[src/design/asn_pkg.sv]
package asn_pkg;

    localparam int AMP_W         = 16;
    localparam int SUM_W         = 22;
    localparam int FRAC_W        = 16;
    localparam int NORM_W        = 17;
    localparam int POS_W         = 6;
    localparam int OUT_TDATA_W   = 24;
    localparam int MAX_FRAME_DEF = 64;

    localparam logic [NORM_W-1:0] ONE_Q16 = NORM_W'(1) << FRAC_W;

    typedef enum logic [2:0] {
        S_LOAD,
        S_READ,
        S_CALC,
        S_DIV,
        S_OUT
    } t_state;

endpackage

[src/design/amplitude_sum_normalizer.sv]
// Channel   | Direction | Words carried
// s_axis    | in        | tdata: amplitude[15:0]; tlast: frame end
// m_axis    | out       | tdata: normalized[16:0], position[22:17], 0[23]; tlast: run end
// cfg       | in        | data: reference sum[21:0]
//
// Loading accepts one input word per cycle; s_axis is ready only while loading.
// Closing a frame starts the emit pass: per word a memory read state, a setup
// state that starts the shared restoring divider (one quotient bit per cycle), a
// divider wait state and an output state; a zero-sum frame skips the divider.
// Reset (synchronous, active low) clears sum, fill count and sequencer; the
// sample memory is not cleared. m_axis stalls hold the sequencer in place.
module amplitude_sum_normalizer #(
    parameter int MAX_FRAME = asn_pkg::MAX_FRAME_DEF
) (
    input  logic                                i_clk,
    input  logic                                i_rst_n,
    input  logic                                i_s_axis_tvalid,
    output logic                                o_s_axis_tready,
    input  logic [asn_pkg::AMP_W-1:0]           i_s_axis_tdata,  // amplitude
    input  logic                                i_s_axis_tlast,
    output logic                                o_m_axis_tvalid,
    input  logic                                i_m_axis_tready,
    output logic [asn_pkg::OUT_TDATA_W-1:0]     o_m_axis_tdata,  // normalized, position, pad
    output logic                                o_m_axis_tlast,
    input  logic                                i_cfg_valid,
    output logic                                o_cfg_ready,
    input  logic [asn_pkg::SUM_W-1:0]           i_cfg_data
);

    localparam int AW = (MAX_FRAME > 1) ? $clog2(MAX_FRAME) : 1;
    localparam int FW = $clog2(MAX_FRAME + 1);

    asn_pkg::t_state               r_state, n_state;
    logic [asn_pkg::AMP_W-1:0]     r_mem [MAX_FRAME];
    logic [asn_pkg::AMP_W-1:0]     r_rd_data;
    logic [asn_pkg::SUM_W-1:0]     r_ref;
    logic [asn_pkg::SUM_W-1:0]     r_sum, n_sum;
    logic [asn_pkg::SUM_W-1:0]     r_divisor, n_divisor;
    logic [FW-1:0]                 r_fill, n_fill;
    logic [FW-1:0]                 r_count, n_count;
    logic [AW-1:0]                 r_idx, n_idx;
    logic                          r_zero, n_zero;
    logic [asn_pkg::NORM_W-1:0]    r_norm, n_norm;

    logic                          w_in_acc;
    logic                          w_last_idx;
    logic [asn_pkg::SUM_W-1:0]     w_sum_add;
    logic [FW-1:0]                 w_fill_inc;
    logic [asn_pkg::NORM_W-1:0]    w_quot;
    logic                          w_div_start;
    logic                          w_div_done;

    assign w_in_acc   = i_s_axis_tvalid && o_s_axis_tready;
    assign w_sum_add  = r_sum + asn_pkg::SUM_W'(i_s_axis_tdata);
    assign w_fill_inc = r_fill + 1'b1;
    assign w_last_idx = FW'(r_idx) == (r_count - 1'b1);

    asn_div u_div (
        .i_clk      (i_clk),
        .i_rst_n    (i_rst_n),
        .i_start    (w_div_start),
        .i_dividend (r_rd_data),
        .i_divisor  (r_divisor),
        .o_done     (w_div_done),
        .o_quot     (w_quot)
    );

    always_ff @(posedge i_clk) begin
        if (w_in_acc) begin
            r_mem[r_fill[AW-1:0]] <= i_s_axis_tdata;
        end
        r_rd_data <= r_mem[r_idx];
    end

    always_ff @(posedge i_clk) begin
        if (!i_rst_n) begin
            r_state <= asn_pkg::S_LOAD;
            r_ref   <= '0;
            r_sum   <= '0;
            r_fill  <= '0;
            r_count <= '0;
            r_idx   <= '0;
            r_zero  <= 1'b0;
        end else begin
            r_state <= n_state;
            r_sum   <= n_sum;
            r_fill  <= n_fill;
            r_count <= n_count;
            r_idx   <= n_idx;
            r_zero  <= n_zero;
            if (i_cfg_valid) begin
                r_ref <= i_cfg_data;
            end
        end
    end

    always_ff @(posedge i_clk) begin
        r_divisor <= n_divisor;
        r_norm    <= n_norm;
    end

    always_comb begin
        n_state     = r_state;
        n_sum       = r_sum;
        n_fill      = r_fill;
        n_count     = r_count;
        n_idx       = r_idx;
        n_zero      = r_zero;
        n_divisor   = r_divisor;
        n_norm      = r_norm;
        w_div_start = 1'b0;
        case (r_state)
            asn_pkg::S_LOAD: begin
                if (w_in_acc) begin
                    n_sum  = w_sum_add;
                    n_fill = w_fill_inc;
                    if (i_s_axis_tlast || w_fill_inc == FW'(MAX_FRAME)) begin
                        n_count   = w_fill_inc;
                        n_idx     = '0;
                        n_zero    = w_sum_add == '0;
                        n_divisor = (w_sum_add > r_ref) ? w_sum_add : r_ref;
                        n_state   = asn_pkg::S_READ;
                    end
                end
            end
            asn_pkg::S_READ: begin
                n_state = asn_pkg::S_CALC;
            end
            asn_pkg::S_CALC: begin
                if (r_zero) begin
                    n_norm  = asn_pkg::NORM_W'(r_rd_data);
                    n_state = asn_pkg::S_OUT;
                end else begin
                    w_div_start = 1'b1;
                    n_state     = asn_pkg::S_DIV;
                end
            end
            asn_pkg::S_DIV: begin
                if (w_div_done) begin
                    n_norm  = (w_quot > asn_pkg::ONE_Q16) ? asn_pkg::ONE_Q16 : w_quot;
                    n_state = asn_pkg::S_OUT;
                end
            end
            asn_pkg::S_OUT: begin
                if (i_m_axis_tready) begin
                    if (w_last_idx) begin
                        n_sum   = '0;
                        n_fill  = '0;
                        n_state = asn_pkg::S_LOAD;
                    end else begin
                        n_idx   = r_idx + 1'b1;
                        n_state = asn_pkg::S_READ;
                    end
                end
            end
            default: begin
                n_state = asn_pkg::S_LOAD;
            end
        endcase
    end

    assign o_s_axis_tready = r_state == asn_pkg::S_LOAD;
    assign o_m_axis_tvalid = r_state == asn_pkg::S_OUT;
    assign o_m_axis_tdata  = {1'b0, asn_pkg::POS_W'(r_idx), r_norm};
    assign o_m_axis_tlast  = w_last_idx;
    assign o_cfg_ready     = 1'b1;

endmodule

[src/design/asn_div.sv]
module asn_div (
    input  logic                            i_clk,
    input  logic                            i_rst_n,
    input  logic                            i_start,
    input  logic [asn_pkg::AMP_W-1:0]       i_dividend,
    input  logic [asn_pkg::SUM_W-1:0]       i_divisor,
    output logic                            o_done,
    output logic [asn_pkg::NORM_W-1:0]      o_quot
);

    localparam int CNT_W = $clog2(asn_pkg::FRAC_W + 1);

    logic                          r_busy;
    logic                          r_done;
    logic [CNT_W-1:0]              r_cnt;
    logic [asn_pkg::SUM_W-1:0]     r_rem;
    logic [asn_pkg::SUM_W-1:0]     r_div;
    logic [asn_pkg::NORM_W-1:0]    r_quot;

    logic [asn_pkg::SUM_W-1:0]     w_num;
    logic [asn_pkg::SUM_W:0]       w_shift;
    logic                          w_ge;

    assign w_num   = asn_pkg::SUM_W'(i_dividend);
    assign w_shift = {r_rem, 1'b0};
    assign w_ge    = w_shift >= {1'b0, r_div};

    always_ff @(posedge i_clk) begin
        if (!i_rst_n) begin
            r_busy <= 1'b0;
            r_done <= 1'b0;
            r_cnt  <= '0;
        end else begin
            r_done <= 1'b0;
            if (i_start) begin
                r_busy <= 1'b1;
                r_cnt  <= CNT_W'(asn_pkg::FRAC_W);
            end else if (r_busy) begin
                r_cnt <= r_cnt - 1'b1;
                if (r_cnt == CNT_W'(1)) begin
                    r_busy <= 1'b0;
                    r_done <= 1'b1;
                end
            end
        end
    end

    always_ff @(posedge i_clk) begin
        if (i_start) begin
            r_div <= i_divisor;
            if (w_num >= i_divisor) begin
                r_rem  <= w_num - i_divisor;
                r_quot <= asn_pkg::NORM_W'(1);
            end else begin
                r_rem  <= w_num;
                r_quot <= '0;
            end
        end else if (r_busy) begin
            if (w_ge) begin
                r_rem  <= asn_pkg::SUM_W'(w_shift - {1'b0, r_div});
                r_quot <= {r_quot[asn_pkg::NORM_W-2:0], 1'b1};
            end else begin
                r_rem  <= w_shift[asn_pkg::SUM_W-1:0];
                r_quot <= {r_quot[asn_pkg::NORM_W-2:0], 1'b0};
            end
        end
    end

    assign o_done = r_done;
    assign o_quot = r_quot;

endmodule
[config.mk]
export PLATFORM = sky130hd
export DESIGN_NAME = amplitude_sum_normalizer
export DESIGN_NICKNAME = d
export VERILOG_FILES = /design/src/design/asn_pkg.sv /design/src/design/amplitude_sum_normalizer.sv /design/src/design/asn_div.sv
export SDC_FILE = /design/constraint.sdc
export NUM_CORES = 1
export LEC_CHECK = 0
export ABC_CLOCK_PERIOD_IN_PS = 6200
export BUFFER_PORTS_ARGS = -buffer_cell sky130_fd_sc_hd__buf_2
export CAP_MARGIN = 20
export CORE_ASPECT_RATIO = 0.75
export CORE_UTILIZATION = 63
export CTS_CLUSTER_SIZE = 24
export DETAILED_ROUTE_END_ITERATION = 16
export PLACE_DENSITY = 0.82
export SLEW_MARGIN = 20
export SYNTH_ARGS = -nofsm -noshare
export SYNTH_HDL_FRONTEND = slang
export SYNTH_SLANG_ARGS = --single-unit
[constraint.sdc]
create_clock -name i_clk -period 6.2 [get_ports i_clk]
set_input_delay 0.62 -clock i_clk [delete_from_list [all_inputs] [get_ports i_clk]]
set_output_delay 0.62 -clock i_clk [all_outputs]
set_load 0.01 [all_outputs]
==> results by group <==
Status
  • Status: completed

Worst setup path
  • Crit path cell chain: ha_1 -> inv_1 -> fa_1 -> nor2b_1 -> o2111ai_1 -> a31oi_1 -> a31oi_1 -> o21ai_0 -> xor2_1 -> ha_1 -> nand4_1 -> nor4_1 -> a22o_1 -> a31oi_2 -> buf_4 -> mux2_2
  • Worst setup path category: reg -> reg
  • Startpoint types: flop
  • Max stage delay on crit path: around 450 ps
  • WP data arrival: 5380 ps
  • Crit Path Max Fanout: 15
  • Worst Path Buf+Inv: 2
  • Largest delay contributor family on the critical path: compound AO/OA/AOI/OAI gates
  • Crit path max-delay cell type: a31oi_2
  • Worst Path Required: about 6600 ps
  • CP Capture Type: flop

Die
  • Rows: 89
  • Overall die width: 328 µm
  • Io pins: 72
  • Initial Util: 63.7%
  • DIE AREA: 80900 µm²
  • Core box area: approximately 79000 µm²
  • Die height: 247 µm

Clock tree
  • CTS buffer count: 106
  • CTS H-tree depth: 3
  • Clock Pin Slew Worst Setup and Hold Paths: ~60 ps
  • Clk_lat worst skew: a little under 700 ps
  • Resized Gates After CTS: 0
  • Maximum root-to-sink buffer count: 3
  • Cts hold-fix bufs: 0
  • CTS tree: done
  • CTS root buffer: clkbuf_16
  • Post-CTS Setup Inserts: 0
  • CTS Sinks: 1215

Finish
  • Fillers: between 4000 and 5000
  • Sequential Area: roughly 36000 µm²
  • Non-Filler Instances: 3951
  • Fin util: about 70%
  • Multi-input gate area: 13800 µm²
  • Layout area overhead: 10.5%
  • Share of cells above drive strength 1: 24.8%
  • Final #Nets: 2942

Route
  • Final ANT Viol Nets: 0
  • DR DRC count: 0
  • DR pass1 iterations: 7
  • DRT Wirelength: 131 mm
  • Vias post-DR: 27600
  • 1st-iter DRT viols: 4356
  • Average vias per placed instance: 6.99
  • Wirelength per Cell: 33.1 µm

Hold path
  • Hold Crit Class: in -> reg

Synthesis
  • Async set-reset flop share out of synthesis: 0%
  • #FFs+latches synth: 1215
  • EDFF count, synth: 1124
  • Yosys Warn Count: 0
  • Post-synth net total: 2791
  • Main synth FF type: edfxtp_1
  • Yosys cell types: 76
  • Post-Syn Area: 50200 µm²
  • Mapped Avg Cell Area: 18.9 µm²
  • Sequential-to-total area share from yosys stat: 70.8%
  • Post-Synthesis Cells: 2663

STA
  • Final TNS setup: 0 ps
  • Final hold vios: 0
  • Max-slew violation count: 0
  • Worst Max-Slew Pin Slew: 1190 ps
  • RSZ-0062 raised after global routing: false
  • F_max: 0.202 GHz
  • Clock skew: 23.9 ps
  • Final setup fails: 0
  • Fin crit share: around 80%
  • Final worst path period need: 4960 ps
  • Slew margin rel.: around a fifth

Placed design
  • Dpl cells: around 3800
  • Port bufs: 69
  • Detailed Place HPWL: 76.6 mm
  • Routability Congestion: 0.955

Pwr
  • Peak ir drop on the vdd network: 258 µV
  • P per Cell Area: 314 nW/µm²
  • P_leak: 18.1 nW
  • Post-layout power: between 15 and 20 mW

Run
  • Max-capacitance violation count: 0

Global routing
  • Pin count of the biggest net entering global routing: 128
  • Initial antenna violation count: 12
  • Overall Global Routing Usage: 33.0%
  • Global-route wire length before repair: 187 mm
  • Vias in the first global route: around 27000
  • Gr ovfl total: 0
[worst reg2reg max path, delay by kind of cell, from the launching register on]
| kind | cells | cell delay (ps) |
|---|---|---|
| AO/OA/AOI/OAI | 6 | 1780 |
| XOR/XNOR | 1 | 370 |
| adder cells (fa/ha/maj) | 3 | 950 |
| buffers and inverters | 2 | 410 |
| flip-flops | 1 | 340 |
| multiplexers | 1 | 380 |
| AND/OR/NAND/NOR | 3 | 450 |
[layout make-up]
| cell class | count | area share, % |
|---|---|---|
| clock buffer | 132 | 5.16 |
| antenna | 7 | 0.0316 |
| timing repair buffer | 174 | 2.13 |
| clock inverter | 60 | 0.699 |
| multi-input combinational | 1224 | 24.9 |
| tap | 1046 | 2.36 |
| inverter | 93 | 0.629 |
| sequential | 1215 | 64.1 |
[cells in the final DEF, fill, tap and decap left out, drive strengths merged, types with 8 or more instances in the layout]
master / n
a21oi: 67
nor2b: 40
nor4: 9
nand4: 17
edfxtp: 1124
o21ai: 39
a22o: 34
a21o: 25
a211oi: 19
dfxtp: 91
clkbuf: 132
mux2: 22
o211ai: 9
nor3: 17
buf: 174
nand2: 75
inv: 98
and2: 22
ha: 81
nand2b: 8
o211a: 9
a31oi: 17
xor2: 32
nor2: 134
nand3: 26
mux4: 336
o21a: 13
clkinv: 50
xnor2: 35
mux2i: 42
[flip-flops by register name (all words and copies together), names as in the netlist]
register,cells
u_div.r_rem,22
r_rd_data,16
u_div.o_quot,17
r_mem,1024
r_count,7
u_div.r_div,22
r_zero,1
r_fill,7
u_div.r_cnt,5
u_div.o_done,1
r_sum,22
r_state,3
r_idx,6
r_divisor,22
r_ref,22
r_norm,17
u_div.r_busy,1
[path summary, 6_finish.rpt]
| path | start | to | slack (ps) | cells after the start |
|---|---|---|---|---|
| min | i_cfg_data[5] | r_ref[5] | 220 | 3 |
| max reg2reg | r_sum[0] | r_divisor[9] | 1240 | 16 |
| max | r_sum[0] | r_divisor[9] | 1240 | 16 |
| min reg2reg | r_divisor[18] | u_div.r_div[18] | 430 | 0 |
[synthesized netlist by cell type, types with 6 or more instances]
master / n / area, µm²
buf_1: 26 / 97.6
nor2_1: 134 / 503
o221ai_1: 6 / 52.6
o211a_1: 9 / 90.1
a31oi_1: 17 / 106
nand4_1: 17 / 106
and2_1: 20 / 125
mux2i_1: 42 / 420
nor3_1: 17 / 85.1
a21o_1: 25 / 188
ha_1: 81 / 1010
dfxtp_1: 91 / 1820
xor2_1: 32 / 280
a22o_1: 34 / 298
nor4_1: 9 / 56.3
xnor2_1: 35 / 307
o211ai_1: 9 / 67.6
inv_1: 92 / 345
o21a_1: 13 / 97.6
a211oi_1: 19 / 143
and3_1: 7 / 43.8
o21ai_0: 38 / 190
clkbuf_1: 99 / 372
edfxtp_1: 1124 / 33800
a21oi_1: 67 / 335
nand3_1: 26 / 130
mux2_2: 22 / 248
mux4_2: 336 / 7570
nand2b_1: 8 / 50.1
nor2b_1: 40 / 250
nand2_1: 75 / 282
[through the flow]
stage / cell area (µm²) / hold WS, ps / worst slack (ps)
after floorplan: 50200 / 417 / 1610
after global placement: 52200 / 434 / 902
after detailed placement: 52200 / 425 / 817
after CTS: 55500 / 178 / 1330
after global routing: 55500 / 209 / 1030
final: 55500 / 216 / 1240
[routing by layer]
| metal | global-route usage, % | vias to the layer above | wire length (µm) |
|---|---|---|---|
| li1 | - | 11100 | - |
| met1 | 47.0 | 14100 | 48900 |
| met2 | 50.8 | 1995 | 61300 |
| met3 | 8.08 | 332 | 16000 |
| met4 | 11.0 | 14 | 4610 |
| met5 | 0 | - | 80 |
[cells by family (layout without fill, tap and decap cells)]
kind of cell / after synthesis / in the layout / share of synthesized area, %
DFF: 1215 / 1215 / 70.8
muxes: 400 / 400 / 16.4
and+or+nand+nor: 388 / 388 / 3.79
AOI/OAI and AO/OA: 283 / 283 / 3.92
buffers and inverters: 224 / 459 / 1.76
adders and majority gates: 84 / 84 / 2.14
xor gates and xnor gates: 67 / 67 / 1.17
other: 2 / 9 / 0.0149
[power breakdown]
group / total (mW) / internal (mW) / switching, mW
clock: 6.31 / 3.37 / 2.94
sequential: 9.27 / 9.13 / 0.141
combinational: 1.85 / 0.763 / 1.09
Power figures use the tool's default switching activity.
